--- src/rtl/i2cbr_pkg.sv ---
// Shared types, codes and constants for the I2C bus recovery supervisor.
package i2cbr_pkg;

   localparam int TIME_WIDTH     = 32;
   localparam int CSR_ADDR_WIDTH = 2;
   localparam int CSR_DATA_WIDTH = 16;
   localparam int BACKOFF_WIDTH  = 17;

   // event kinds
   localparam logic [1:0] FUNC_FAILURE = 2'd0;
   localparam logic [1:0] FUNC_SUCCESS = 2'd1;
   localparam logic [1:0] FUNC_RETRY   = 2'd2;

   // transfer error codes that are NACKs
   localparam logic [2:0] ERR_NACK_ADDR = 3'd2;
   localparam logic [2:0] ERR_NACK_DATA = 3'd3;

   // notice codes
   localparam logic [2:0] NOTICE_NONE          = 3'd0;
   localparam logic [2:0] NOTICE_RECOVERED     = 3'd1;
   localparam logic [2:0] NOTICE_HELD_LOW      = 3'd2;
   localparam logic [2:0] NOTICE_GAVE_UP       = 3'd3;
   localparam logic [2:0] NOTICE_HELD_GAVE_UP  = 3'd4;
   localparam logic [2:0] NOTICE_BACK          = 3'd5;

   // register indexes
   localparam logic [CSR_ADDR_WIDTH-1:0] CSR_STREAK_THRESHOLD = 2'd0;
   localparam logic [CSR_ADDR_WIDTH-1:0] CSR_MIN_INTERVAL     = 2'd1;
   localparam logic [CSR_ADDR_WIDTH-1:0] CSR_MAX_INTERVAL     = 2'd2;
   localparam logic [CSR_ADDR_WIDTH-1:0] CSR_GIVE_UP_AFTER    = 2'd3;

   // register reset values
   localparam logic [7:0]  RST_STREAK_THRESHOLD = 8'd3;
   localparam logic [15:0] RST_MIN_INTERVAL     = 16'd250;
   localparam logic [15:0] RST_MAX_INTERVAL     = 16'd8000;
   localparam logic [7:0]  RST_GIVE_UP_AFTER    = 8'd5;

   localparam logic [7:0] COUNT_MAX = 8'd255;

   typedef struct packed {
      logic [7:0]  streak_threshold;
      logic [15:0] min_interval_ms;
      logic [15:0] max_interval_ms;
      logic [7:0]  give_up_after;
   } cfg_type;

   typedef struct packed {
      logic [1:0]            func;
      logic [2:0]            error_code;
      logic                  lines_high;
      logic [TIME_WIDTH-1:0] now_ms;
      logic                  clear_released;
   } evt_type;

   typedef struct packed {
      logic       recovery_fired;
      logic       bus_down;
      logic [2:0] last_error;
      logic [2:0] notice;
   } rsp_type;

endpackage

--- src/rtl/i2c_bus_recovery_supervisor_core.sv ---
// Top level of the I2C bus recovery supervisor: input stage, evaluation, result stage.
//
//   channel   direction  handshake                       payload
//   req_      in         req_valid / req_ready           func, error_code, lines_high,
//                                                        now_ms, clear_released
//   rsp_      out        rsp_valid / rsp_ready           recovery_fired, bus_down,
//                                                        last_error, notice
//   csr_      in         csr_wr_en (no wait)             csr_addr, csr_wr_data
//
// One event per cycle while the result side is not stalled; an accepted event passes
// through the input register, then the result register, before its result appears.
// The recovery state updates as an event moves into the result register, so the
// next event sees it at once.
// A stalled result holds the result register; the input register still takes a
// beat while it is empty or when it empties into a free result register.
// Synchronous reset clears the valid flags and recovery state and loads register defaults.
module i2c_bus_recovery_supervisor_core (
   input  logic                                 clock,
   input  logic                                 reset,
   input  logic                                 req_valid,
   output logic                                 req_ready,
   input  logic [1:0]                           req_func,
   input  logic [2:0]                           req_error_code,
   input  logic                                 req_lines_high,
   input  logic [i2cbr_pkg::TIME_WIDTH-1:0]     req_now_ms,
   input  logic                                 req_clear_released,
   output logic                                 rsp_valid,
   input  logic                                 rsp_ready,
   output logic                                 rsp_recovery_fired,
   output logic                                 rsp_bus_down,
   output logic [2:0]                           rsp_last_error,
   output logic [2:0]                           rsp_notice,
   input  logic                                 csr_wr_en,
   input  logic [i2cbr_pkg::CSR_ADDR_WIDTH-1:0] csr_addr,
   input  logic [i2cbr_pkg::CSR_DATA_WIDTH-1:0] csr_wr_data
);
   import i2cbr_pkg::*;

   cfg_type cfg;
   evt_type in_evt_ff, in_evt_in;
   logic    in_valid_ff, in_valid_in;
   rsp_type out_rsp_ff, eval_rsp;
   logic    out_valid_ff, out_valid_in;
   logic    advance;
   logic    req_beat;

   i2cbr_csr u_csr (
      .clock       (clock),
      .reset       (reset),
      .csr_wr_en   (csr_wr_en),
      .csr_addr    (csr_addr),
      .csr_wr_data (csr_wr_data),
      .cfg         (cfg)
   );

   i2cbr_eval u_eval (
      .clock   (clock),
      .reset   (reset),
      .advance (advance),
      .evt     (in_evt_ff),
      .cfg     (cfg),
      .rsp     (eval_rsp)
   );

   // move the held event on whenever the result register is free or draining
   assign advance   = in_valid_ff && (!out_valid_ff || rsp_ready);
   assign req_ready = !in_valid_ff || advance;
   assign req_beat  = req_valid && req_ready;

   always_comb begin
      in_evt_in.func           = req_func;
      in_evt_in.error_code     = req_error_code;
      in_evt_in.lines_high     = req_lines_high;
      in_evt_in.now_ms         = req_now_ms;
      in_evt_in.clear_released = req_clear_released;
      in_valid_in  = req_beat || (in_valid_ff && !advance);
      out_valid_in = advance || (out_valid_ff && !rsp_ready);
   end

   always_ff @(posedge clock) begin
      if (reset) begin
         in_valid_ff  <= 1'b0;
         out_valid_ff <= 1'b0;
      end else begin
         in_valid_ff  <= in_valid_in;
         out_valid_ff <= out_valid_in;
      end
   end

   always_ff @(posedge clock) begin
      if (req_beat) begin
         in_evt_ff <= in_evt_in;
      end
      if (advance) begin
         out_rsp_ff <= eval_rsp;
      end
   end

   assign rsp_valid          = out_valid_ff;
   assign rsp_recovery_fired = out_rsp_ff.recovery_fired;
   assign rsp_bus_down       = out_rsp_ff.bus_down;
   assign rsp_last_error     = out_rsp_ff.last_error;
   assign rsp_notice         = out_rsp_ff.notice;

endmodule

--- src/rtl/i2cbr_csr.sv ---
// Configuration registers of the recovery supervisor.
module i2cbr_csr (
   input  logic                                 clock,
   input  logic                                 reset,
   input  logic                                 csr_wr_en,
   input  logic [i2cbr_pkg::CSR_ADDR_WIDTH-1:0] csr_addr,
   input  logic [i2cbr_pkg::CSR_DATA_WIDTH-1:0] csr_wr_data,
   output i2cbr_pkg::cfg_type                   cfg
);
   import i2cbr_pkg::*;

   cfg_type cfg_ff;

   always_ff @(posedge clock) begin
      if (reset) begin
         cfg_ff.streak_threshold <= RST_STREAK_THRESHOLD;
         cfg_ff.min_interval_ms  <= RST_MIN_INTERVAL;
         cfg_ff.max_interval_ms  <= RST_MAX_INTERVAL;
         cfg_ff.give_up_after    <= RST_GIVE_UP_AFTER;
      end else if (csr_wr_en) begin
         case (csr_addr)
            CSR_STREAK_THRESHOLD: cfg_ff.streak_threshold <= csr_wr_data[7:0];
            CSR_MIN_INTERVAL:     cfg_ff.min_interval_ms  <= csr_wr_data;
            CSR_MAX_INTERVAL:     cfg_ff.max_interval_ms  <= csr_wr_data;
            CSR_GIVE_UP_AFTER:    cfg_ff.give_up_after    <= csr_wr_data[7:0];
            default: ;
         endcase
      end
   end

   assign cfg = cfg_ff;

endmodule

--- src/rtl/i2cbr_eval.sv ---
// Recovery state and the single-pass event evaluation.
module i2cbr_eval (
   input  logic               clock,
   input  logic               reset,
   input  logic               advance,
   input  i2cbr_pkg::evt_type evt,
   input  i2cbr_pkg::cfg_type cfg,
   output i2cbr_pkg::rsp_type rsp
);
   import i2cbr_pkg::*;

   logic [7:0]               streak_ff, streak_in;
   logic [2:0]               last_err_ff, last_err_in;
   logic [TIME_WIDTH-1:0]    window_ff, window_in;
   logic [BACKOFF_WIDTH-1:0] backoff_ff, backoff_in;
   logic [7:0]               failed_ff, failed_in;
   logic                     given_up_ff, given_up_in;
   logic                     rep_down_ff, rep_down_in;

   logic [7:0]               streak_inc;
   logic [7:0]               failed_inc;
   logic [TIME_WIDTH-1:0]    window_diff;
   logic                     window_closed;
   logic                     nack_ignored;
   logic [BACKOFF_WIDTH-1:0] backoff_dbl;
   logic [BACKOFF_WIDTH-1:0] backoff_max;
   logic [BACKOFF_WIDTH-1:0] backoff_clamped;
   logic                     fired;
   logic [2:0]               note;

   assign streak_inc   = (streak_ff == COUNT_MAX) ? streak_ff : streak_ff + 8'd1;
   assign failed_inc   = (failed_ff == COUNT_MAX) ? failed_ff : failed_ff + 8'd1;
   assign window_diff  = evt.now_ms - window_ff;
   assign window_closed = (window_ff != '0) && window_diff[TIME_WIDTH-1];
   assign nack_ignored = ((evt.error_code == ERR_NACK_ADDR) ||
                          (evt.error_code == ERR_NACK_DATA)) && evt.lines_high;
   assign backoff_dbl  = {backoff_ff[BACKOFF_WIDTH-2:0], 1'b0};
   assign backoff_max  = BACKOFF_WIDTH'(cfg.max_interval_ms);
   assign backoff_clamped = (backoff_dbl > backoff_max) ? backoff_max : backoff_dbl;

   always_comb begin
      streak_in   = streak_ff;
      last_err_in = last_err_ff;
      window_in   = window_ff;
      backoff_in  = backoff_ff;
      failed_in   = failed_ff;
      given_up_in = given_up_ff;
      rep_down_in = rep_down_ff;
      fired       = 1'b0;
      note        = NOTICE_NONE;
      case (evt.func)
         FUNC_FAILURE: begin
            last_err_in = evt.error_code;
            if (!nack_ignored) begin
               if (streak_inc < cfg.streak_threshold) begin
                  streak_in = streak_inc;
               end else begin
                  streak_in = '0;
                  if (!given_up_ff && !window_closed) begin
                     if (evt.lines_high) begin
                        window_in = evt.now_ms + TIME_WIDTH'(cfg.max_interval_ms);
                     end else if (evt.clear_released) begin
                        fired      = 1'b1;
                        failed_in  = '0;
                        backoff_in = BACKOFF_WIDTH'(cfg.min_interval_ms);
                        window_in  = evt.now_ms + TIME_WIDTH'(cfg.min_interval_ms);
                        if (rep_down_ff) begin
                           rep_down_in = 1'b0;
                           note        = NOTICE_RECOVERED;
                        end
                     end else begin
                        fired       = 1'b1;
                        rep_down_in = 1'b1;
                        failed_in   = failed_inc;
                        backoff_in  = backoff_clamped;
                        window_in   = evt.now_ms + TIME_WIDTH'(backoff_clamped);
                        if (!rep_down_ff) begin
                           note = NOTICE_HELD_LOW;
                        end
                        if (failed_inc >= cfg.give_up_after) begin
                           given_up_in = 1'b1;
                           note = rep_down_ff ? NOTICE_GAVE_UP : NOTICE_HELD_GAVE_UP;
                        end
                     end
                  end
               end
            end
         end
         FUNC_SUCCESS: begin
            streak_in   = '0;
            failed_in   = '0;
            backoff_in  = BACKOFF_WIDTH'(cfg.min_interval_ms);
            window_in   = '0;
            last_err_in = '0;
            if (given_up_ff || rep_down_ff) begin
               given_up_in = 1'b0;
               rep_down_in = 1'b0;
               note        = NOTICE_BACK;
            end
         end
         FUNC_RETRY: begin
            streak_in   = '0;
            failed_in   = '0;
            backoff_in  = BACKOFF_WIDTH'(cfg.min_interval_ms);
            window_in   = '0;
            given_up_in = 1'b0;
            rep_down_in = 1'b0;
            fired       = 1'b1;
         end
         default: ;
      endcase
   end

   always_ff @(posedge clock) begin
      if (reset) begin
         streak_ff   <= '0;
         last_err_ff <= '0;
         window_ff   <= '0;
         backoff_ff  <= BACKOFF_WIDTH'(RST_MIN_INTERVAL);
         failed_ff   <= '0;
         given_up_ff <= 1'b0;
         rep_down_ff <= 1'b0;
      end else if (advance) begin
         streak_ff   <= streak_in;
         last_err_ff <= last_err_in;
         window_ff   <= window_in;
         backoff_ff  <= backoff_in;
         failed_ff   <= failed_in;
         given_up_ff <= given_up_in;
         rep_down_ff <= rep_down_in;
      end
   end

   assign rsp.recovery_fired = fired;
   assign rsp.bus_down       = given_up_in;
   assign rsp.last_error     = last_err_in;
   assign rsp.notice         = note;

`ifndef SYNTH
   a_fire_clears_streak: assert property (@(posedge clock) disable iff (reset)
      (advance && fired) |=> (streak_ff == '0))
      else $error("streak not cleared after a bus clear");

   a_gave_up_sets_down: assert property (@(posedge clock) disable iff (reset)
      (advance && (note == NOTICE_GAVE_UP || note == NOTICE_HELD_GAVE_UP))
      |=> (given_up_ff && rep_down_ff))
      else $error("give-up notice without bus down");

   a_success_clears: assert property (@(posedge clock) disable iff (reset)
      (advance && evt.func == FUNC_SUCCESS)
      |=> (!given_up_ff && !rep_down_ff && last_err_ff == '0 && window_ff == '0))
      else $error("success left recovery state behind");

   a_backoff_ceiling: assert property (@(posedge clock) disable iff (reset)
      (advance && fired && evt.func == FUNC_FAILURE && !evt.clear_released)
      |=> (backoff_ff <= BACKOFF_WIDTH'(cfg.max_interval_ms)))
      else $error("backoff above ceiling after failed clear");
`endif

endmodule
--- config.mk ---
export PLATFORM = sky130hd
export DESIGN_NAME = i2c_bus_recovery_supervisor_core
export DESIGN_NICKNAME = d
export VERILOG_FILES = /design/src/rtl/i2cbr_pkg.sv /design/src/rtl/i2c_bus_recovery_supervisor_core.sv /design/src/rtl/i2cbr_csr.sv /design/src/rtl/i2cbr_eval.sv
export SDC_FILE = /design/constraint.sdc
export NUM_CORES = 1
export LEC_CHECK = 0
export BUFFER_PORTS_ARGS = -buffer_cell sky130_fd_sc_hd__buf_2
export CORE_MARGIN = 2
export CORE_UTILIZATION = 60
export DETAILED_ROUTE_END_ITERATION = 6
export GPL_ROUTABILITY_DRIVEN = 0
export GPL_TIMING_DRIVEN = 0
export PLACE_DENSITY = 0.8
export SETUP_SLACK_MARGIN = 0.1
export SLEW_MARGIN = 20
export SYNTH_ARGS = -nofsm -noshare
export SYNTH_HDL_FRONTEND = slang
export SYNTH_SLANG_ARGS = --single-unit
--- constraint.sdc ---
create_clock -name clock -period 14.4 [get_ports clock]
set_input_delay 2.88 -clock clock [delete_from_list [all_inputs] [get_ports clock]]
set_output_delay 2.88 -clock clock [all_outputs]
set_load 0.05 [all_outputs]
==> impl_metrics.ini, run 1 <==
[outcome]
status = finished clean

[floorplan]
std_cell_rows = 46
ios = 72
initial_utilization_pct = 61.3
die_w_microns = 131
coreArea_sq_um = 15800
die_h_microns = 131
dieArea_sq_um = 17200

[route]
route.detailed.drc = 0
firstDrtPassIters = 5
wire_per_inst_microns = 17.5
wl_mm = 25.1
drt_iter0_drc = 762
viasPerCell = 5.92
num_vias = 8499
ant_nets = 0

[global_routing]
grt_max_degree = 32
antenna_found_initial = 0
grt_overflow = 0
grt_pass1_wl_mm = 40.7
first_global_vias = 8022
grt_usage_pct = 29.4

[critical_path]
crit_family = simple AND/OR/NAND/NOR gates
crit_top_cell = buf_2
crit_required_ns = 11.52
crit_chain = buf_2 -> nor2b_1 -> nand2_1 -> buf_2
crit_type = primary input to primary output
slowest_delay_ns = 0.22
crit_start = rsp_ready
r2r_start = u_csr.cfg[22]
cp_data_arrival_time_ns = 3.53
cp-start-kind = primary input
path_buf_inv = 2
crit_path_top_delay_cell = nor2b_1
endpoint_kind = primary output
cp_max_fo = 4

[timing]
tns_ns = 0
hold_violations = 0
tightest_slew_ns = 1.10
rsz0062_at_grt = no
final-max-slew-violation-count = 0
finalSetupViolCount = 0
fin_crit_ns = 6.41
slew_headroom_pct = 26.6
hold_ws_ns = 0.461
finalCritPeriodShare_pct = 44.5
skew_ns = 0.00682
fmax_mhz = 156

[clocking]
cts.sinks = 166
clk_pin_slew_ns = 0.06
clockRootBuffer = clkbuf_16
clock_latency_ns = 0.43
cts_resized = 0
tritoncts = built
cts_buffers = 17
h-tree-depth = 4
holdBufCountCts = 0
clockBufferDepth = 2
postCtsSetupBuffers = 0

[placement]
dp_cells = 1403
portBuffers = 71
dpl.hpwl_mm = 18.5

[synthesis]
yosys_warnings = 0
yosysSeqAreaShare_pct = 39.1
synth_ff_type = dfxtp_1
synthesis.instances = 1115
synth_area_per_cell_sq_um = 8.71
synth.top_cell.area_share_pct = 24.5
synth_area_sq_um = 9710
synth.area.top_cells = dfxtp_1 (25%), edfxtp_1 (15%), ha_1 (11%)
yosys.area.top_type = dfxtp_1
synthesis.nets = 1267
synth_edf_count = 47
synth_cell_type_count = 71
async_flop_share_pct = 0
ys_ff_latch = 166

[cells_and_area]
syn_to_final_growth_pct = 13.5
final_cells = 1435
post_route_cells_drive_above_1_share_pct = 10.9
final_nets = 1358
antenna_cells = 0

[run]
cap_violations = 0

[worst_hold_path]
hp-class = flop to flop
hold_start = u_csr.cfg[4]

[pwr]
p_leak_nw = 4.61
power_density_nw_per_um2 = 110
max-vdd-ir-drop_uv = 111
-- through the flow --
step / setup WS [ns] / utilization, % / power, mW / area [sq um]
global placement: 8.02 / 65.3 / 0.690 / 10300
detailed placement: 7.99 / 65.4 / 0.695 / 10400
CTS: 7.99 / 69.6 / 1.21 / 11000
global route: 7.91 / 69.6 / 1.25 / 11000
floorplan: 8.12 / - / 0.640 / 9710
finish: 7.99 / 69.6 / 1.21 / 11000
-- worst min-delay path, delay by kind of cell, from the launching register on --
family / cells / cell delay (ns)
flops: 1 / 0.31
simple gates: 1 / 0.05
compound gates: 1 / 0.05
-- per-layer routing --
metal | track usage [%] | share of wire (%)
met5 | 0 | 0
met4 | 10.1 | 2.8
met3 | 6.40 | 8.1
met2 | 45.3 | 44
met1 | 41.0 | 45
-- registers in the layout, summed over array words and instances (netlist names) --
signal	cells
u_eval.rep_down_ff	1
in_evt_ff	39
u_eval.failed_ff	8
u_eval.backoff_ff	16
u_eval.last_err_ff	3
u_eval.given_up_ff	1
rsp_bus_down	1
u_csr.cfg	48
rsp_valid	1
rsp_recovery_fired	1
rsp_notice	3
in_valid_ff	1
rsp_last_error	3
u_eval.streak_ff	8
u_eval.window_ff	32
-- cell type report --
| type | instances | area [sq um] |
|---|---|---|
| Buffer | 46 | 203 |
| Clock buffer | 20 | 437 |
| Clock inverter | 12 | 226 |
| Fill cell | 1231 | 4810 |
| Inverter | 102 | 383 |
| Multi-Input combinational cell | 801 | 5330 |
| Sequential cell | 166 | 3790 |
| Tap cell | 216 | 270 |
| Timing Repair Buffer | 72 | 375 |
-- synthesized netlist by cell type (4+ instances only) --
cell	number
nand3b_1	8
o211ai_1	5
nor3_1	11
o21ai_1	4
a21oi_1	88
a211oi_1	6
xor2_1	14
nand2b_1	9
or2_2	5
dfxtp_1	119
o32ai_1	4
o21ai_0	48
ha_1	89
and3_1	7
buf_2	6
o21a_1	6
o2bb2ai_1	7
o31ai_1	16
edfxtp_1	47
and2_1	4
nand2_1	146
a21o_1	12
a22oi_1	14
nor2b_1	16
nand3_1	37
xnor2_1	22
inv_1	102
buf_1	9
nor2_1	80
or2_0	4
nor4_1	12
mux2i_1	41
nand4_1	24
a211o_1	11
clkbuf_1	28
-- worst paths after layout --
check / slack (ns) / cells after the start / end
setup / recovery: 7.99 / 4 / req_ready
hold / removal: 0.46 / 2 / u_csr.cfg[4]
setup reg to reg: 8.41 / 20 / u_eval.window_ff[31]
hold reg to reg: 0.46 / 2 / u_csr.cfg[4]
-- logic make-up after synthesis --
group                    Yosys count  share of synthesized area (%)
adder cells (fa/ha/maj)           90                           11.7
flip-flops                       166                           39.1
multiplexers                      44                           4.57
AO/OA/AOI/OAI                    252                           17.0
AND/OR/NAND/NOR                  378                           18.3
XOR/XNOR                          36                           3.25
buffers and inverters            148                           6.03
other                              1                         0.0386
-- cell usage in the layout (no fill, tap or decap), types with 5 or more instances in the layout --
cell       instances
nand2_1          146
dfxtp_1          119
inv_1            102
ha_1              89
a21oi_1           88
nor2_1            80
buf_2             77
o21ai_0           48
edfxtp_1          47
mux2i_1           41
nand3_1           37
clkbuf_1          31
nand4_1           24
xnor2_1           22
clkbuf_16         17
nor2b_1           16
o31ai_1           16
a22oi_1           14
xor2_1            14
nor4_1            12
a21o_1            12
nor3_1            11
a211o_1           11
nand2b_1           9
buf_1              9
nand3b_1           8
and3_1             7
o2bb2ai_1          7
a211oi_1           6
o21a_1             6
bufinv_16          6
or2_2              5
o211ai_1           5
-- report_power, final --
part	switching [mW]	leakage, nW	internal [mW]	total (mW)
Combinational	0.110	2.87	0.0662	0.176
Clock	0.191	0.315	0.326	0.517
Sequential	0.0157	1.42	0.499	0.515
Total	0.317	4.61	0.892	1.21
Power figures use the tool's default switching activity.
==> run 2, diff against run 1 <==
Settings changed: CORE_UTILIZATION 60 to 55, PLACE_DENSITY 0.8 to 0.77.
Clock period 14.4 ns to 5.5 ns, I/O delays scaled along.
==> run 2 against run 1 <==
- die area up 8.8%
- critical path depth grew 17
- sequential share of layout area up 0.24 points
- sequential cell count is the same
- core utilization fell by 6.4 points
- clock skew up 0.0065 ns
- non-clock buffer count up 1
- clock power rose by 120%
==> impl_metrics.ini, run 2 (synthesized netlist as in run 1, its figures left out) <==
[global_routing]
first_global_vias = 7873
grt_max_degree = 34
grt_overflow = 0
grt_usage_pct = 28.0
antenna_found_initial = 0
grt_pass1_wl_mm = 40.4

[critical_path]
cp_max_fo = 10
crit_family = simple AND/OR/NAND/NOR gates
crit_required_ns = 5.86
path_buf_inv = 2
reg2reg_to = u_eval.window_ff[26]
cp-start-kind = flop
reg2reg_slack_ns = 0.34
crit_type = flop to flop
rr_worst_depth = 21
slowest_delay_ns = 0.45
r2r_start = u_csr.cfg[23]
cp_data_arrival_time_ns = 5.52
crit_top_cell = nand3_1
endpoint_kind = flop
crit_chain = inv_1 -> ha_1 -> nand3_1 -> or3_1 -> nor4_1 -> nand3_1 -> nand3_2 -> buf_2 -> o21ai_1 -> a32o_1 -> ha_1 -> fa_1 -> nand3_1 -> nand2_1 -> a211oi_1 -> a211oi_2 -> nor2_1 -> nor3_1 -> xnor2_1 -> or4_1 -> a21oi_1
crit_path_top_delay_cell = a211oi_1

[clocking]
cts.sinks = 166
holdBufCountCts = 0
clockBufferDepth = 2
clock_latency_ns = 0.44
cts_buffers = 17
tritoncts = built
h-tree-depth = 4
clockRootBuffer = clkbuf_16
clk_pin_slew_ns = 0.07

[run]
cap_violations = 0

[worst_hold_path]
hp-class = flop to flop
min_path_cells = 2
timing.hold.worst_endpoint = u_csr.cfg[1]
hold_start = u_csr.cfg[1]

[timing]
fin_crit_ns = 5.16
slew_headroom_pct = 33.2
hold_violations = 0
layout_setup_ws_ns = 0.343
final-max-slew-violation-count = 0
skew_ns = 0.0133
tightest_slew_ns = 0.997
finalSetupViolCount = 0
rsz0062_at_grt = yes
fmax_mhz = 194
finalCritPeriodShare_pct = 93.8

[floorplan]
die_w_microns = 137
initial_utilization_pct = 56.1
dieArea_sq_um = 18700
ios = 72
die_h_microns = 137
std_cell_rows = 48
coreArea_sq_um = 17300

[placement]
placed_area_sq_um = 10400
place_ws_ns = -0.299
dpl.hpwl_mm = 18.7
portBuffers = 71

[cells_and_area]
most-common-layout-cells = nand2_1 (146), dfxtp_1 (119), inv_1 (102)
antenna_cells = 0
largest_reg_flops = 48
syn_to_final_growth_pct = 12.7
layout_commonest_cell = nand2_1
fin_area_sq_um = 10900
final_nets = 1359
post_route_cells_drive_above_1_share_pct = 11.5

[route]
wire_per_inst_microns = 17.5
drt_iter0_drc = 670
firstDrtPassIters = 7
num_vias = 8452
ant_nets = 0
route.detailed.drc = 0
wl_mm = 25.3
viasPerCell = 5.85

[pwr]
p_leak_nw = 4.57
power_density_nw_per_um2 = 268
max-vdd-ir-drop_uv = 300

[outcome]
status = finished clean
-- run 2: report_power, final --
group          internal (mW)  leakage (nW)  switching (mW)  total, mW
Sequential              1.31          1.42          0.0395       1.35
Clock                  0.596         0.259           0.525       1.12
Combinational          0.176          2.88           0.288      0.464
Total                   2.08          4.57           0.853       2.93
-- run 2: cell type report --
class / count / area (sq um)
Buffer: 46 / 203
Clock buffer: 20 / 447
Clock inverter: 12 / 93.8
Fill cell: 1500 / 6350
Inverter: 102 / 383
Multi-Input combinational cell: 801 / 5360
Sequential cell: 166 / 3790
Tap cell: 225 / 282
Timing Repair Buffer: 73 / 383
-- run 2: stage by stage --
stage	hold slack, ns	power, mW	setup TNS (ns)	instances	utilization [%]
floorplan	0.436	1.68	0	1115	-
global placement	0.446	1.81	-0.912	1411	59.8
detailed placement	0.448	1.82	-1.16	1412	59.9
CTS	0.457	2.93	0	1445	63.1
global route	0.468	3.04	-0.00280	1445	63.3
finish	0.458	2.93	0	1445	63.3
-- run 2: per-layer routing --
layer | vias up | routed length (microns) | global-route usage (%)
li1 | 4116 | - | -
met1 | 3955 | 11400 | 38.3
met2 | 330 | 11200 | 43.0
met3 | 51 | 1960 | 6.93
met4 | 0 | 735 | 10.1
met5 | - | 0 | 0
-- run 2: how the worst max path moves through the flow --
stage	start	endpoint	slack [ns]	cells past startpoint
finish	u_csr.cfg[23]	u_eval.window_ff[26]	0.34	21
detailed placement	u_csr.cfg[23]	u_eval.window_ff[31]	-0.30	21
global placement	u_csr.cfg[23]	u_eval.window_ff[31]	-0.28	21
CTS	u_csr.cfg[23]	u_eval.window_ff[31]	0.17	21
floorplan	u_csr.cfg[23]	u_eval.window_ff[31]	0.94	21
global route	u_csr.cfg[23]	u_eval.window_ff[26]	-0.003	21
-- run 2: repair_timing --
item / CTS / global route
setup endpoints to repair: 9 / 16
gates resized for setup: 2 / 5
endpoints found under the hold margin: 0 / 0
pin swaps: 1 / 0
setup buffers: 1 / 0
-- run 2: worst min-delay path: stages (launching register included) --
cell     delay (ns)
dfxtp_1        0.31
nand2_1        0.05
a21oi_1        0.05
